$ cat src/hw/rtl/mts_pkg.sv
// Shared types, constants and helpers of the thread scheduler.
// No dependencies.
package mts_pkg;

  localparam int NUM_SLOTS   = 16;
  localparam int WEIGHT_BITS = 7;
  localparam int IDX_W       = $clog2(NUM_SLOTS);
  localparam int TOT_W       = WEIGHT_BITS + $clog2(NUM_SLOTS);
  localparam int RV_W        = 16;
  localparam int STAMP_W     = 32;
  localparam int WMAX        = (1 << WEIGHT_BITS) - 1;

  localparam logic [2:0] CMD_CREATE = 3'd0;
  localparam logic [2:0] CMD_CHANGE = 3'd1;
  localparam logic [2:0] CMD_YIELD  = 3'd2;
  localparam logic [2:0] CMD_JOIN   = 3'd3;
  localparam logic [2:0] CMD_END    = 3'd4;

  localparam logic [1:0] CLS_RR   = 2'd0;
  localparam logic [1:0] CLS_LOT  = 2'd1;
  localparam logic [1:0] CLS_PRIO = 2'd2;
  localparam logic [1:0] CLS_BAD  = 2'd3;

  typedef struct packed {
    logic [1:0]             cls;
    logic [WEIGHT_BITS-1:0] weight;
    logic [STAMP_W-1:0]     stamp;
    logic [IDX_W-1:0]       wait_tgt;
  } slot_rec_t;

  typedef struct packed {
    logic [RV_W-1:0]   random_value;
    logic signed [7:0] attr;
    logic [1:0]        sched_class;
    logic [3:0]        target_slot;
    logic [2:0]        command;
  } cmd_req_t;

  typedef struct packed {
    logic       switched;
    logic       run_valid;
    logic [3:0] run_slot;
    logic [3:0] new_slot;
    logic       status;
  } result_t;

  typedef enum logic [3:0] {
    S_IDLE, S_CREATE, S_RMW_RD, S_RMW_WR, S_SCAN_RD, S_SCAN_EV, S_DIV_GO, S_DIV, S_FIN
  } state_t;

  typedef enum logic [2:0] {
    SM_RR, SM_LOT_TOTAL, SM_LOT_WALK, SM_PRIO, SM_WAKE
  } scan_mode_t;

  typedef enum logic [1:0] {
    RK_CHG, RK_YIELD, RK_JOIN, RK_WAKE
  } rmw_kind_t;

  function automatic logic [WEIGHT_BITS-1:0] weight_for(input logic [1:0] cls,
                                                        input logic signed [7:0] attr);
    int a;
    a = int'(attr);
    if (cls == CLS_LOT) begin
      if (a < 1) a = 1;
    end else if (cls == CLS_PRIO) begin
      if (a < 0) a = 0;
    end else begin
      a = 0;
    end
    if (a > WMAX) a = WMAX;
    return WEIGHT_BITS'(a);
  endfunction

endpackage

$ cat src/hw/rtl/mts_ram.sv
// Single-port synchronous RAM, registered read, read-first.
// No dependencies.
module mts_ram #(
  parameter int DEPTH = 16,
  parameter int WIDTH = 8
) (
  input  logic                     clk,
  input  logic                     we,
  input  logic [$clog2(DEPTH)-1:0] addr,
  input  logic [WIDTH-1:0]         wdata,
  output logic [WIDTH-1:0]         rdata
);

  logic [WIDTH-1:0] mem [DEPTH];

  always_ff @(posedge clk) begin
    if (we) begin
      mem[addr] <= wdata;
    end
    rdata <= mem[addr];
  end

endmodule

$ cat src/hw/rtl/mts_div.sv
// Restoring remainder unit: one quotient bit per cycle.
// Depends on mts_pkg.
module mts_div import mts_pkg::*; (
  input  logic             clk,
  input  logic             rst,
  input  logic             start,
  input  logic [RV_W-1:0]  dividend,
  input  logic [TOT_W-1:0] divisor,
  output logic             done,
  output logic [TOT_W-1:0] rem
);

  localparam int CNT_W = $clog2(RV_W + 1);

  logic             busy;
  logic [CNT_W-1:0] cnt;
  logic [RV_W-1:0]  dvd;
  logic [TOT_W-1:0] dvs;
  logic [TOT_W:0]   trial;
  logic             ge;
  logic [TOT_W-1:0] rem_next;

  always_comb begin
    trial    = {rem, dvd[RV_W-1]};
    ge       = trial >= {1'b0, dvs};
    rem_next = ge ? TOT_W'(trial - {1'b0, dvs}) : TOT_W'(trial);
  end

  always_ff @(posedge clk) begin
    if (rst) begin
      busy <= 1'b0;
      done <= 1'b0;
      cnt  <= '0;
    end else if (start) begin
      busy <= 1'b1;
      done <= 1'b0;
      cnt  <= CNT_W'(RV_W);
    end else if (busy) begin
      cnt <= cnt - 1'b1;
      if (cnt == CNT_W'(1)) begin
        busy <= 1'b0;
        done <= 1'b1;
      end
    end else begin
      done <= 1'b0;
    end
  end

  always_ff @(posedge clk) begin
    if (start) begin
      dvd <= dividend;
      dvs <= divisor;
      rem <= '0;
    end else if (busy) begin
      rem <= rem_next;
      dvd <= dvd << 1;
    end
  end

endmodule

$ cat src/hw/rtl/mts_seq.sv
// Command sequencer: slot flags, run state, table scans and read-modify-write.
// Depends on mts_pkg; drives the slot RAM and the remainder unit.
module mts_seq import mts_pkg::*; (
  input  logic             clk,
  input  logic             rst,
  input  logic             req_valid,
  input  cmd_req_t         req,
  output logic             req_ready,
  output logic             res_valid,
  output result_t          res,
  input  logic             res_ready,
  output logic             ram_we,
  output logic [IDX_W-1:0] ram_addr,
  output slot_rec_t        ram_wdata,
  input  slot_rec_t        ram_rdata,
  output logic             div_start,
  output logic [RV_W-1:0]  div_dividend,
  output logic [TOT_W-1:0] div_divisor,
  input  logic             div_done,
  input  logic [TOT_W-1:0] div_rem
);

  localparam logic [IDX_W-1:0] LAST = IDX_W'(NUM_SLOTS - 1);

  state_t st, st_next;
  logic [NUM_SLOTS-1:0] used, used_next, fin, fin_next, wt, wt_next;
  logic cur_valid, cur_valid_next;
  logic [IDX_W-1:0] cur_slot, cur_slot_next;
  logic [STAMP_W-1:0] cnt, cnt_next;

  logic [IDX_W-1:0] c_tgt, c_tgt_next;
  logic [1:0] c_cls, c_cls_next;
  logic [WEIGHT_BITS-1:0] c_wt, c_wt_next;
  logic [RV_W-1:0] c_rv, c_rv_next;
  logic status, status_next;
  logic [3:0] new_slot, new_slot_next;
  logic old_valid, old_valid_next;
  logic [IDX_W-1:0] old_slot, old_slot_next;
  rmw_kind_t rmw_kind, rmw_kind_next;
  logic [IDX_W-1:0] rmw_addr, rmw_addr_next;
  scan_mode_t scan_mode, scan_mode_next;
  logic [IDX_W-1:0] scan_idx, scan_idx_next;
  logic single, single_next;
  logic found, found_next;
  logic [IDX_W-1:0] best_idx, best_idx_next;
  logic [STAMP_W-1:0] best_stamp, best_stamp_next;
  logic [WEIGHT_BITS-1:0] best_w, best_w_next;
  logic [TOT_W-1:0] total, total_next, acc, acc_next, winner, winner_next, acc_sum;
  logic have_prev, have_prev_next;
  logic [IDX_W-1:0] prev_idx, prev_idx_next, first_idx, first_idx_next;
  logic [STAMP_W-1:0] prev_stamp, prev_stamp_next;

  logic go_scan, run_set, run_none;
  scan_mode_t go_mode;
  logic [IDX_W-1:0] run_idx, tix, free_idx;
  logic tgt_ok, rdy_s, rdy_r, bef_ib, bef_pi, hit;

  // scan compare for the entry whose read data is on the RAM output
  always_comb begin
    rdy_s  = used[scan_idx] & ~fin[scan_idx] & ~wt[scan_idx];
    rdy_r  = used[rmw_addr] & ~fin[rmw_addr] & ~wt[rmw_addr];
    bef_ib = (ram_rdata.stamp < best_stamp) ||
             (ram_rdata.stamp == best_stamp && scan_idx < best_idx);
    bef_pi = (prev_stamp < ram_rdata.stamp) ||
             (prev_stamp == ram_rdata.stamp && prev_idx < scan_idx);
    case (scan_mode)
      SM_RR:       hit = rdy_s && ram_rdata.cls == CLS_RR && (!found || bef_ib);
      SM_LOT_WALK: hit = rdy_s && ram_rdata.cls == CLS_LOT && (!have_prev || bef_pi) &&
                         (!found || bef_ib);
      SM_PRIO:     hit = rdy_s && ram_rdata.cls == CLS_PRIO &&
                         (!found || ram_rdata.weight > best_w ||
                          (ram_rdata.weight == best_w && bef_ib));
      SM_WAKE:     hit = used[scan_idx] && wt[scan_idx] && ram_rdata.wait_tgt == cur_slot &&
                         (!found || bef_ib);
      default:     hit = 1'b0;
    endcase
    free_idx = '0;
    for (int i = NUM_SLOTS - 1; i >= 0; i--) begin
      if (!used[i]) free_idx = IDX_W'(i);
    end
    tix    = IDX_W'(req.target_slot);
    tgt_ok = (8'(req.target_slot) < 8'(NUM_SLOTS)) && used[tix];
  end

  always_comb begin
    st_next = st; used_next = used; fin_next = fin; wt_next = wt;
    cur_valid_next = cur_valid; cur_slot_next = cur_slot; cnt_next = cnt;
    c_tgt_next = c_tgt; c_cls_next = c_cls; c_wt_next = c_wt;
    c_rv_next = c_rv; status_next = status; new_slot_next = new_slot;
    old_valid_next = old_valid; old_slot_next = old_slot;
    rmw_kind_next = rmw_kind; rmw_addr_next = rmw_addr;
    scan_mode_next = scan_mode; scan_idx_next = scan_idx; single_next = single;
    found_next = found; best_idx_next = best_idx; best_stamp_next = best_stamp;
    best_w_next = best_w; total_next = total; acc_next = acc; winner_next = winner;
    have_prev_next = have_prev; prev_idx_next = prev_idx; prev_stamp_next = prev_stamp;
    first_idx_next = first_idx;
    req_ready = (st == S_IDLE); res_valid = 1'b0;
    ram_we = 1'b0; ram_addr = scan_idx; ram_wdata = ram_rdata; div_start = 1'b0;
    go_scan = 1'b0; go_mode = scan_mode; run_set = 1'b0; run_none = 1'b0;
    run_idx = best_idx; acc_sum = '0;

    case (st)
      S_IDLE: begin
        if (req_valid) begin
          c_tgt_next = tix; c_cls_next = req.sched_class;
          c_wt_next = weight_for(req.sched_class, req.attr); c_rv_next = req.random_value;
          status_next = 1'b1; new_slot_next = '0;
          old_valid_next = cur_valid; old_slot_next = cur_slot;
          st_next = S_FIN;
          case (req.command)
            CMD_CREATE: begin
              if (req.sched_class != CLS_BAD && !(&used)) st_next = S_CREATE;
            end
            CMD_CHANGE: begin
              if (tgt_ok && req.sched_class != CLS_BAD && !(cur_valid && cur_slot == tix)) begin
                rmw_kind_next = RK_CHG; rmw_addr_next = tix; st_next = S_RMW_RD;
              end
            end
            CMD_YIELD: begin
              status_next = 1'b0;
              if (!cur_valid) begin
                single_next = 1'b0; go_scan = 1'b1; go_mode = SM_RR;
              end else begin
                rmw_kind_next = RK_YIELD; rmw_addr_next = cur_slot; st_next = S_RMW_RD;
              end
            end
            CMD_JOIN: begin
              if (cur_valid && tgt_ok && cur_slot != tix) begin
                status_next = 1'b0;
                if (!fin[tix]) begin
                  wt_next[cur_slot] = 1'b1;
                  rmw_kind_next = RK_JOIN; rmw_addr_next = cur_slot; st_next = S_RMW_RD;
                end
              end
            end
            CMD_END: begin
              if (cur_valid) begin
                status_next = 1'b0; fin_next[cur_slot] = 1'b1;
                go_scan = 1'b1; go_mode = SM_WAKE;
              end
            end
            default: st_next = S_FIN;
          endcase
        end
      end

      S_CREATE: begin
        ram_we = 1'b1; ram_addr = free_idx;
        ram_wdata.cls = c_cls; ram_wdata.weight = c_wt;
        ram_wdata.stamp = cnt; ram_wdata.wait_tgt = '0;
        used_next[free_idx] = 1'b1; fin_next[free_idx] = 1'b0; wt_next[free_idx] = 1'b0;
        cnt_next = cnt + 1'b1; new_slot_next = 4'(free_idx); status_next = 1'b0;
        st_next = S_FIN;
      end

      S_RMW_RD: begin
        ram_addr = rmw_addr; st_next = S_RMW_WR;
      end

      S_RMW_WR: begin
        ram_addr = rmw_addr; ram_we = 1'b1;
        case (rmw_kind)
          RK_CHG: begin
            ram_wdata.cls = c_cls; ram_wdata.weight = c_wt;
            if (rdy_r) begin
              ram_wdata.stamp = cnt; cnt_next = cnt + 1'b1;
            end
            status_next = 1'b0; st_next = S_FIN;
          end
          RK_YIELD: begin
            single_next = 1'b1; go_scan = 1'b1;
            case (ram_rdata.cls)
              CLS_RR: begin
                ram_wdata.stamp = cnt; cnt_next = cnt + 1'b1; go_mode = SM_RR;
              end
              CLS_LOT: go_mode = SM_LOT_TOTAL;
              default: go_mode = SM_PRIO;
            endcase
          end
          RK_JOIN: begin
            ram_wdata.stamp = cnt; ram_wdata.wait_tgt = c_tgt; cnt_next = cnt + 1'b1;
            single_next = 1'b0; go_scan = 1'b1; go_mode = SM_RR;
          end
          default: begin
            ram_wdata.stamp = cnt; cnt_next = cnt + 1'b1;
            go_scan = 1'b1; go_mode = SM_WAKE;
          end
        endcase
      end

      S_SCAN_RD: begin
        ram_addr = scan_idx; st_next = S_SCAN_EV;
      end

      S_SCAN_EV: begin
        if (scan_mode == SM_LOT_TOTAL && rdy_s && ram_rdata.cls == CLS_LOT)
          total_next = total + TOT_W'(ram_rdata.weight);
        if (hit) begin
          found_next = 1'b1; best_idx_next = scan_idx;
          best_stamp_next = ram_rdata.stamp; best_w_next = ram_rdata.weight;
        end
        if (scan_idx != LAST) begin
          scan_idx_next = scan_idx + 1'b1; st_next = S_SCAN_RD;
        end else begin
          st_next = S_FIN;
          case (scan_mode)
            SM_RR: begin
              if (found_next) begin
                run_set = 1'b1; run_idx = best_idx_next;
              end else if (!single) begin
                go_scan = 1'b1; go_mode = SM_LOT_TOTAL;
              end
            end
            SM_LOT_TOTAL: begin
              if (total_next != '0) begin
                st_next = S_DIV_GO;
              end else if (!single) begin
                go_scan = 1'b1; go_mode = SM_PRIO;
              end
            end
            SM_LOT_WALK: begin
              if (!found_next) begin
                run_set = 1'b1; run_idx = first_idx;
              end else begin
                acc_sum = acc + TOT_W'(best_w_next);
                if (!have_prev) first_idx_next = best_idx_next;
                if (acc_sum >= winner) begin
                  run_set = 1'b1; run_idx = best_idx_next;
                end else begin
                  acc_next = acc_sum; have_prev_next = 1'b1;
                  prev_idx_next = best_idx_next; prev_stamp_next = best_stamp_next;
                  go_scan = 1'b1; go_mode = SM_LOT_WALK;
                end
              end
            end
            SM_PRIO: begin
              if (found_next) begin
                run_set = 1'b1; run_idx = best_idx_next;
              end else if (!single) begin
                run_none = 1'b1;
              end
            end
            SM_WAKE: begin
              if (found_next) begin
                wt_next[best_idx_next] = 1'b0;
                rmw_kind_next = RK_WAKE; rmw_addr_next = best_idx_next; st_next = S_RMW_RD;
              end else begin
                single_next = 1'b0; go_scan = 1'b1; go_mode = SM_RR;
              end
            end
            default: st_next = S_FIN;
          endcase
        end
      end

      S_DIV_GO: begin
        div_start = 1'b1; st_next = S_DIV;
      end

      S_DIV: begin
        if (div_done) begin
          winner_next = div_rem + 1'b1; acc_next = '0; have_prev_next = 1'b0;
          go_scan = 1'b1; go_mode = SM_LOT_WALK;
        end
      end

      S_FIN: begin
        res_valid = 1'b1;
        if (res_ready) st_next = S_IDLE;
      end

      default: st_next = S_IDLE;
    endcase

    if (go_scan) begin
      scan_mode_next = go_mode; scan_idx_next = '0; found_next = 1'b0; st_next = S_SCAN_RD;
      if (go_mode == SM_LOT_TOTAL) total_next = '0;
    end
    if (run_set) begin
      cur_valid_next = 1'b1; cur_slot_next = run_idx;
    end
    if (run_none) begin
      cur_valid_next = 1'b0; cur_slot_next = '0;
    end
  end

  always_comb begin
    res.status    = status;
    res.new_slot  = new_slot;
    res.run_slot  = cur_valid ? 4'(cur_slot) : 4'd0;
    res.run_valid = cur_valid;
    res.switched  = (old_valid != cur_valid) || (cur_valid && old_slot != cur_slot);
    div_dividend  = c_rv;
    div_divisor   = total;
  end

  always_ff @(posedge clk) begin
    if (rst) begin
      st <= S_IDLE; used <= '0; fin <= '0; wt <= '0;
      cur_valid <= 1'b0; cur_slot <= '0; cnt <= '0;
    end else begin
      st <= st_next; used <= used_next; fin <= fin_next; wt <= wt_next;
      cur_valid <= cur_valid_next; cur_slot <= cur_slot_next; cnt <= cnt_next;
    end
  end

  always_ff @(posedge clk) begin
    c_tgt <= c_tgt_next; c_cls <= c_cls_next; c_wt <= c_wt_next;
    c_rv <= c_rv_next; status <= status_next; new_slot <= new_slot_next;
    old_valid <= old_valid_next; old_slot <= old_slot_next;
    rmw_kind <= rmw_kind_next; rmw_addr <= rmw_addr_next;
    scan_mode <= scan_mode_next; scan_idx <= scan_idx_next; single <= single_next;
    found <= found_next; best_idx <= best_idx_next; best_stamp <= best_stamp_next;
    best_w <= best_w_next; total <= total_next; acc <= acc_next; winner <= winner_next;
    have_prev <= have_prev_next; prev_idx <= prev_idx_next; prev_stamp <= prev_stamp_next;
    first_idx <= first_idx_next;
  end

endmodule

$ cat src/hw/rtl/multiclass_thread_scheduler_core.sv
// Multiclass thread scheduler, top level.
// Depends on mts_pkg, mts_ram, mts_div and mts_seq.
//
// Usage:
//  - Input stream (s_*): one command request per handshake. s_tready is high only
//    while the sequencer is idle; one command is worked on at a time.
//  - Output stream (m_*): exactly one result per command, held in an output
//    register until m_tready; the sequencer waits at its final step while that
//    register is full and not being drained, and can take the next request as
//    soon as its result is loaded.
//  - Work per command: create writes the lowest free slot; change class reads
//    the slot record and writes it back. Every table pass does one RAM read
//    and one compare per slot on the single RAM port. Dispatch runs up to
//    three passes (round robin, lottery total, priority); lottery adds a
//    remainder step plus one pass per slot walked in stamp order; end adds
//    one pass, plus one more pass per woken joiner. The longest command is
//    an end that wakes 15 lottery joiners.
//  - Reset (rst, synchronous): clears the used, finished and waiting flags, the
//    running slot and the stamp counter. No RAM clearing pass is needed.
module multiclass_thread_scheduler_core import mts_pkg::*; (
  input  logic        clk,
  input  logic        rst,
  input  logic        s_tvalid,
  output logic        s_tready,
  // command[2:0], target_slot[6:3], sched_class[8:7], attr[16:9],
  // random_value[32:17], zero fill [39:33]
  input  logic [39:0] s_tdata,
  output logic        m_tvalid,
  input  logic        m_tready,
  // status[0], new_slot[4:1], run_slot[8:5], run_valid[9], switched[10],
  // zero fill [15:11]
  output logic [15:0] m_tdata
);

  cmd_req_t         req;
  result_t          res;
  logic             res_valid, res_ready;
  logic             ram_we;
  logic [IDX_W-1:0] ram_addr;
  slot_rec_t        ram_wdata, ram_rdata;
  logic             div_start, div_done;
  logic [RV_W-1:0]  div_dividend;
  logic [TOT_W-1:0] div_divisor, div_rem;
  result_t          out_res;

  assign req       = cmd_req_t'(s_tdata[32:0]);
  assign res_ready = !m_tvalid || m_tready;

  mts_seq u_seq (
    .clk, .rst,
    .req_valid (s_tvalid), .req, .req_ready (s_tready),
    .res_valid, .res, .res_ready,
    .ram_we, .ram_addr, .ram_wdata, .ram_rdata,
    .div_start, .div_dividend, .div_divisor, .div_done, .div_rem
  );

  mts_ram #(.DEPTH(NUM_SLOTS), .WIDTH($bits(slot_rec_t))) u_ram (
    .clk, .we (ram_we), .addr (ram_addr), .wdata (ram_wdata), .rdata (ram_rdata)
  );

  mts_div u_div (
    .clk, .rst, .start (div_start), .dividend (div_dividend), .divisor (div_divisor),
    .done (div_done), .rem (div_rem)
  );

  always_ff @(posedge clk) begin
    if (rst) begin
      m_tvalid <= 1'b0;
    end else if (res_ready) begin
      m_tvalid <= res_valid;
    end
  end

  always_ff @(posedge clk) begin
    if (res_valid && res_ready) out_res <= res;
  end

  assign m_tdata = {5'd0, out_res};

endmodule

$ cat config.mk
export PLATFORM = sky130hd
export DESIGN_NAME = multiclass_thread_scheduler_core
export DESIGN_NICKNAME = d
export VERILOG_FILES = /design/src/hw/rtl/mts_pkg.sv /design/src/hw/rtl/mts_ram.sv /design/src/hw/rtl/mts_div.sv /design/src/hw/rtl/mts_seq.sv /design/src/hw/rtl/multiclass_thread_scheduler_core.sv
export SDC_FILE = /design/constraint.sdc
export NUM_CORES = 2
export LEC_CHECK = 0
export ABC_AREA = 1
export BUFFER_PORTS_ARGS = -buffer_cell sky130_fd_sc_hd__buf_4
export CAP_MARGIN = 20
export CORE_MARGIN = 8
export CORE_UTILIZATION = 64
export CTS_CLUSTER_SIZE = 40
export DETAILED_ROUTE_END_ITERATION = 10
export PLACE_DENSITY = 0.77
export SLEW_MARGIN = 40
export SYNTH_ARGS = -nofsm -noshare
export SYNTH_HDL_FRONTEND = slang
export SYNTH_SLANG_ARGS = --single-unit
$ cat constraint.sdc
create_clock -name clk -period 9.23 [get_ports clk]
set_input_delay 0.4615 -clock clk [delete_from_list [all_inputs] [get_ports clk]]
set_output_delay 0.4615 -clock clk [all_outputs]
set_load 0.02 [all_outputs]
Yosys cells after proc, flatten, opt, wreduce, memory -nomap -nowiden
Memory sizes are Yosys's and may differ from the RTL's. A register that Yosys moved wholly into a read port is not among the register bits.
Cells that the tools add are included.
- input port bits: 44
- word-level logic and storage cells: 434
- memories kept: 1
- memory bits (writable): 720
- flip-flop bits (word level): 317
- output and inout port bits: 18
- add/sub/neg operators: 7
- magnitude comparators: 19
- equality and inequality tests: 63
- bitwise logic cells: 21
- muxes and demuxes: 202
- reductions and logical operators: 76
- memory list (name ; depth ; width ; read ports ; clocked after Yosys merged registers in ; write ports ; RTL line ; RTL):
    u_ram.mem ; 16 ; 45 ; 1 ; 1 ; 1 ; mts_ram.sv:14 ; logic [WIDTH-1:0] mem [DEPTH];
- operators with widths (operator ; number):
    two-way mux 32 bit ; 11
    two-way mux 16 bit ; 12
    case mux 32 bit (2 select lines) ; 3
    two-way mux 4 bit ; 44
    two-way mux 11 bit ; 11
    case mux 45 bit (2 select lines) ; 1
    equality test 32 bit ; 2
    < comparator 32 bit ; 2
    two-way mux 1 bit ; 55
    AND 16 bit ; 3
    bitwise OR 16 bit ; 3
    case mux 16 bit (3 select lines) ; 1
    case mux 4 bit (2 select lines) ; 5
    two-way mux 3 bit ; 13
    case mux 4 bit (9 select lines) ; 1
    adder 32 x 1 -> 32 bit, second input constant ; 1
    binary-select mux 1 bit (select 4 bit) ; 8
    greater-than comparator 32 x 8 -> 1 bit, second input constant ; 1
    NOT 16 bit ; 2
    case mux 16 bit (2 select lines) ; 1
    < comparator 4 x 5 -> 1 bit, second input constant ; 6
    logical AND 1 bit ; 26
    != test 3 x 2 -> 1 bit, second input constant ; 8
    case mux 3 bit (4 select lines) ; 2
    other kinds (67) ; 166

Depth between registers and ports, before layout
- depth after elaboration: 23
- gate-level depth with buffers: 51
- mapped depth without buffers: 46

Modules after synthesis
A second synthesis with hierarchy kept.
- cells, all modules: 5726
- area, all modules: 51750.9 um^2
- by module, submodules not included (module ; seq. area each (um^2) ; area each (um^2) ; times used ; cells an instance):
    mts_ram ; 22521.6 ; 30904.6 ; 1 ; 2957
    mts_seq ; 6756.5 ; 17849.6 ; 1 ; 2410
    mts_div ; 1171.1 ; 2577.5 ; 1 ; 336
    multiclass_thread_scheduler_core ; 350.3 ; 419.2 ; 1 ; 23

Worst setup path before layout
Ideal clock, no wire load.
- path type: register -> register
- start: register u_ram.rdata[27], read port of u_ram.mem
- end: register u_seq.prev_idx[0] (enable)
- setup time: 429 ps
- slack: 2288 ps
- stages on the path, launching flop included: 41
- arrival time: 6513 ps
- path buffers: 2
- data required time: 8801 ps
- clock period less this slack: 6942 ps
- cells stage by stage: dfxtp_1 -> inv_1 -> ha_1 -> nand2_1 -> nor2_1 -> nand3_1 -> nor2_1 -> nand3_1 -> nor2_1 -> nor2_1 -> a21oi_1 -> nand2_1 -> nand2_1 -> nand2_2 -> nand2_4 -> buf_6 -> buf_2 -> nor2_1 -> [... 5 more ...] -> nor2_1 -> o21bai_1 -> a21oi_1 -> o21bai_1 -> nand2_1 -> a21oi_1 -> nand2_1 -> nor2_1 -> xor2_1 -> inv_1 -> ha_1 -> nand2_1 -> nor2_1 -> nand3_1 -> o2111ai_1 -> a31oi_1 -> inv_1 -> nor2_1
- longest elaborated chain between the ends: 13
- elaborated cells on any way between the ends: 26
- classes of those cells: 1 x add/sub; 3 x order compare; 2 x eq/ne; 5 x mux; 1 x bitwise; 14 x reduce/logical
- ends and longest elaborated chain (element ; RTL line ; RTL):
    start: declaration ; mts_ram.sv:11 ; output logic [WIDTH-1:0] rdata
    branches (longest 6 deep; another with < comparator 32 bit) ; n/a ;
    case mux 1 bit (4 select lines) * ; mts_seq.sv:66 ; case (scan_mode)
    two-way mux 7 bit ; mts_seq.sv:198 ; if (hit) begin
    two-way mux 7 bit ; mts_seq.sv:102 ; case (st)
    adder 11 x 7 -> 11 bit ; mts_seq.sv:225 ; acc_sum = acc + TOT_W'(best_w_next);
    greater-or-equal comparator 11 bit ; mts_seq.sv:227 ; if (acc_sum >= winner) begin
    NOT 1 bit (no source line) ; n/a ;
    AND reduction 5 bit (no source line) * ; n/a ;
    end signal: assignment ; mts_seq.sv:315 ; have_prev <= have_prev_next; prev_idx <= prev_idx_next; prev_stamp <= prev_stamp_next;
    end: declaration ; mts_seq.sv:50 ; logic [IDX_W-1:0] prev_idx, prev_idx_next, first_idx, first_idx_next;
Mark *: on every way between the ends. The select of a mux whose other input is x is not followed.
A chain may end at the register's enable or synchronous reset.

Worst setup path after layout
- start: register u_seq.scan_idx[0]
- end: register u_seq.total[10], in the netlist u_seq.div_divisor[10]
- longest elaborated chain between the ends: 21
- elaborated cells on any way between the ends: 63
- classes of those cells: 1 x add/sub; 3 x order compare; 2 x eq/ne; 32 x mux; 4 x bitwise; 21 x reduce/logical
- ends and longest elaborated chain (element ; RTL line ; RTL):
    start: declaration ; mts_seq.sv:42 ; logic [IDX_W-1:0] scan_idx, scan_idx_next;
    start signal: assignment ; mts_seq.sv:312 ; scan_mode <= scan_mode_next; scan_idx <= scan_idx_next; single <= single_next;
    binary-select mux 1 bit (select 4 bit) ; mts_seq.sv:60 ; rdy_s = used[scan_idx] & ~fin[scan_idx] & ~wt[scan_idx];
    two-way mux 1 bit (not written as such) ; mts_seq.sv:60 ;
    NOT 1 bit ; mts_seq.sv:60 ;
    AND 1 bit (2 in a row) ; mts_seq.sv:60 ;
    logical AND 1 bit (3 in a row) ; mts_seq.sv:68 ; SM_LOT_WALK: hit = rdy_s && ram_rdata.cls == CLS_LOT && (!have_prev || bef_pi) &&
    case mux 1 bit (4 select lines) ; mts_seq.sv:66 ;
    two-way mux 7 bit ; mts_seq.sv:198 ;
    two-way mux 7 bit ; mts_seq.sv:102 ;
    [... 3 more ...] ; n/a ;
    two-way mux 3 bit ; mts_seq.sv:222 ; if (!found_next) begin
    case mux 3 bit (4 select lines) ; mts_seq.sv:206 ; case (scan_mode)
    two-way mux 3 bit ; mts_seq.sv:202 ; if (scan_idx != LAST) begin
    case mux 3 bit (4 select lines) ; mts_seq.sv:102 ;
    equality test 3 x 1 -> 1 bit ; mts_seq.sv:277 ; if (go_mode == SM_LOT_TOTAL) total_next = '0;
    two-way mux 11 bit ; mts_seq.sv:277 ;
    two-way mux 11 bit * ; mts_seq.sv:275 ; if (go_scan) begin
    named net u_seq.total_next[10] ; mts_seq.sv:48 ; logic [TOT_W-1:0] total, total_next, acc, acc_next, winner, winner_next, acc_sum;
    end signal: assignment ; mts_seq.sv:314 ; best_w <= best_w_next; total <= total_next; acc <= acc_next; winner <= winner_next;
    end: declaration ; mts_seq.sv:48 ;
The timed path passes the listed nets; every way through them passes the cells marked *. The select of a mux whose other input is x is not followed.

==> out/metrics.csv <==
stage,metric,value,unit
floorplan,row_count,104,
drt,drtPass1Iterations,6,
grt,use_met3,4.84,%
worst_setup_path,cp-end-kind,flip-flop,
drt,wl_per_cell,20.7,um
floorplan,die_w,301,um
drt,drtIter0Drc,5097,
floorplan,start_util,64.6,%
cts,clkTransAtPathRegs,60,ps
power,leakagePower,23.8,nW
finish,fill_cells,5856,
floorplan,io_pins,62,
power,power.density,249,mW/mm^2
finish,final_util,71.7,%
finish,syn_to_final_growth,11.0,%
outcome,outcome,"complete, no violations",
worst_setup_path,path_common_cell,nand2_1,
synth,synthCells,5726,
synth,synthArstFlopShare,0,%
grt,grt_overflow,0,
finish,drive_gt1_share,7.26,%
worst_setup_path,criticalPathCategory,flip-flop to flip-flop,
sta,setup_violations,0,
worst_setup_path,crit_arrival,8130,ps
drt,vias,41193,
synth,synth_area,0.0521,mm^2
worst_setup_path,slowest_stage,dfxtp_1,
sta,max-slew-margin-rel,40.7,%
synth,synth_edf_count,913,
finish,fin_area,0.0578,mm^2
sta,setup_slack,1630,ps
grt,grt_max_degree,118,
drt,viasPerCell,5.99,
synth,synthDistinctLibCells,59,
placed_design,place_area,0.0539,mm^2
floorplan,fp.dieArea,0.0907,mm^2
worst_setup_path,critical_path_buf_inv_count,6,
floorplan,core_area,0.0805,mm^2
worst_setup_path,start_kind,flip-flop,
cts,cts_tree,yes,
worst_setup_path,crit_fanout,69,
floorplan,die_h,301,um
synth,yosys_most_used_dff,edfxtp_1,
sta,finalMaxSlewViolations,0,
worst_setup_path,required,9760,ps
placed_design,numPortBuffers,49,
synth,syn_area_per_cell,9.09,um^2
grt,grt_pass1_vias,39155,
cts,clk_path_buf_depth,3,
sta,finalSetupTns,0,ps
cts,clkLatencyLatePin,690,ps
cts,post-cts-setup-buffers,0,
worst_setup_path,path_delay_family,simple AND/OR/NAND/NOR gates,
finish,antennaDiodeCount,0,
cts,cts_max_level,3,
grt,grt-busiest-layer,met2,
sta,timing.fmax,132,MHz
synth,yosysWarnings,0,
flow_run,cap_violations,0,
placed_design,gp_congestion,0.998,
drt,drcViolationCount,0,
sta,hold_ws,94.0,ps
sta,post-route-min-period,7600,ps
sta,period_share,82.4,%
cts,clock-root-buffer,clkbuf_16,
power,ir_worst_vdd,0.187,mV
worst_setup_path,r2r_slack,1630,ps
synth,ys_seq_area_share,59.2,%
grt,use_met1,41.6,%
finish,fin_nets,5890,
grt,antenna_found_initial,1,
cts,cts_buffers,109,
placed_design,dp.final_hpwl,85800,um
worst_setup_path,cp_slowest_stage_delay,580,ps
grt,grt_pass1_wl,219000,um
grt,grt_use_met2,49.2,%
drt,wl,142000,um
hold_path,hold_path.class,primary input to flip-flop,
grt,grt_usage,30.6,%
sta,hold_violations,0,
sta,worst-slew-pin-transition,889,ps
drt,final_antenna_net_count,0,
placed_design,pre_cts_slack,1810,ps
sta,finalClockSkew,41.9,ps
finish,multi_input_area,0.0184,mm^2
sta,rsz0062_at_grt,false,
cts,cts.sinks,1082,
synth,ys_seq_elements,1082,
finish,seq_area,0.0308,mm^2
==> through the flow <==
step / instances / power [W]
4_1_cts: 6875 / 0.0143
3_5_place_dp: 6654 / 0.00980
6_report: 6876 / 0.0144
5_1_grt: 6876 / 0.0150
3_3_place_gp: 6635 / 0.00967
2_1_floorplan: 5730 / 0.00866
==> report_power, final <==
group	internal, W	switching [W]	total (W)
sequential	0.00603	0.000253	0.00628
clock	0.00267	0.00189	0.00456
combinational	0.00102	0.00252	0.00354
total	0.00973	0.00466	0.0144
==> layout make-up <==
cell class | instances | area share [%]
Clock buffer | 138 | 5.02
Clock inverter | 65 | 1.35
Inverter | 515 | 3.36
Multi-Input combinational cell | 3847 | 31.9
Sequential cell | 1082 | 53.3
Tap cell | 1060 | 2.30
Timing Repair Buffer | 169 | 2.75
==> what timing repair did <==
item                       in CTS  in global routing
hold endpoints to repair       18                  0
hold buffers                   18                  0
setup endpoints to repair       0                  0
gates resized for setup         0                  0
==> registers in the layout, summed over array words and instances (netlist names), 5 cells and up <==
signal / flops
m_tdata: 11
u_div.cnt: 5
u_div.dvd: 16
u_div.dvs: 11
u_div.rem: 11
u_ram.mem: 720
u_ram.rdata: 45
u_seq.acc: 11
u_seq.best_stamp: 32
u_seq.best_w: 7
u_seq.c_wt: 7
u_seq.cnt: 32
u_seq.div_dividend: 16
u_seq.div_divisor: 11
u_seq.fin: 16
u_seq.prev_stamp: 32
u_seq.used: 16
u_seq.winner: 11
u_seq.wt: 16
==> metal layers <==
| metal | vias to the layer above | routed length (um) |
|---|---|---|
| li1 | 19097 | - |
| met1 | 19579 | 56200 |
| met2 | 2130 | 66400 |
| met3 | 387 | 14000 |
| met4 | 0 | 5850 |
| met5 | - | 0 |
==> worst paths after layout <==
check                          from               endpoint  cells past startpoint
setup / recovery  u_seq.scan_idx[0]  u_seq.div_divisor[10]                     46
hold / removal           s_tdata[6]         u_seq.c_tgt[3]                      1
setup reg to reg  u_seq.scan_idx[0]  u_seq.div_divisor[10]                     46
hold reg to reg   u_seq.new_slot[1]             m_tdata[2]                      0
==> cell usage after synthesis, types with 4 or more instances <==
cell type | number | area share (%)
a211oi_1 | 6 | 0.087
a21oi_1 | 217 | 2.1
a31oi_1 | 13 | 0.16
buf_1 | 23 | 0.17
buf_2 | 79 | 0.76
buf_4 | 7 | 0.10
buf_6 | 6 | 0.13
clkbuf_1 | 169 | 1.2
clkinv_1 | 5 | 0.036
dfxtp_1 | 169 | 6.5
edfxtp_1 | 913 | 53
ha_1 | 119 | 2.9
inv_1 | 500 | 3.6
inv_2 | 9 | 0.065
nand2_1 | 2156 | 16
nand2_2 | 9 | 0.11
nand3_1 | 476 | 4.6
nand4_1 | 31 | 0.37
nor2_1 | 293 | 2.1
nor2_2 | 17 | 0.20
nor2_4 | 4 | 0.087
nor3_1 | 41 | 0.39
nor4_1 | 16 | 0.19
o2111ai_1 | 33 | 0.56
o211ai_1 | 43 | 0.62
o21a_1 | 7 | 0.10
o21ai_0 | 193 | 1.9
o21ai_1 | 15 | 0.14
o21ai_2 | 5 | 0.084
o221ai_1 | 35 | 0.59
o22ai_1 | 13 | 0.16
xnor2_1 | 7 | 0.12
xor2_1 | 48 | 0.81
==> logic make-up after synthesis <==
| family | after synthesis | share of synthesized area, % |
|---|---|---|
| AO/OA/AOI/OAI | 604 | 6.83 |
| XOR/XNOR | 55 | 0.925 |
| adder cells (fa/ha/maj) | 122 | 2.98 |
| buffers and inverters | 801 | 6.16 |
| flip-flops | 1082 | 59.2 |
| other | 1 | 0.00720 |
| AND/OR/NAND/NOR | 3061 | 23.9 |
==> cells in the final DEF (no fill, tap or decap), types with 22 or more instances in the layout <==
cell and instances:
a21oi_1 217, buf_4 121, clkbuf_1 24, clkbuf_16 110, clkinv_1 22, clkinv_2 23, dfxtp_1 169, edfxtp_1 913
ha_1 119, inv_1 496, nand2_1 2154, nand3_1 476, nand4_1 31, nor2_1 267, nor2_4 29, nor3_1 41
o2111ai_1 33, o211ai_1 43, o21ai_0 192, xor2_1 48
Note: power is estimated with default switching activity, not from simulation.
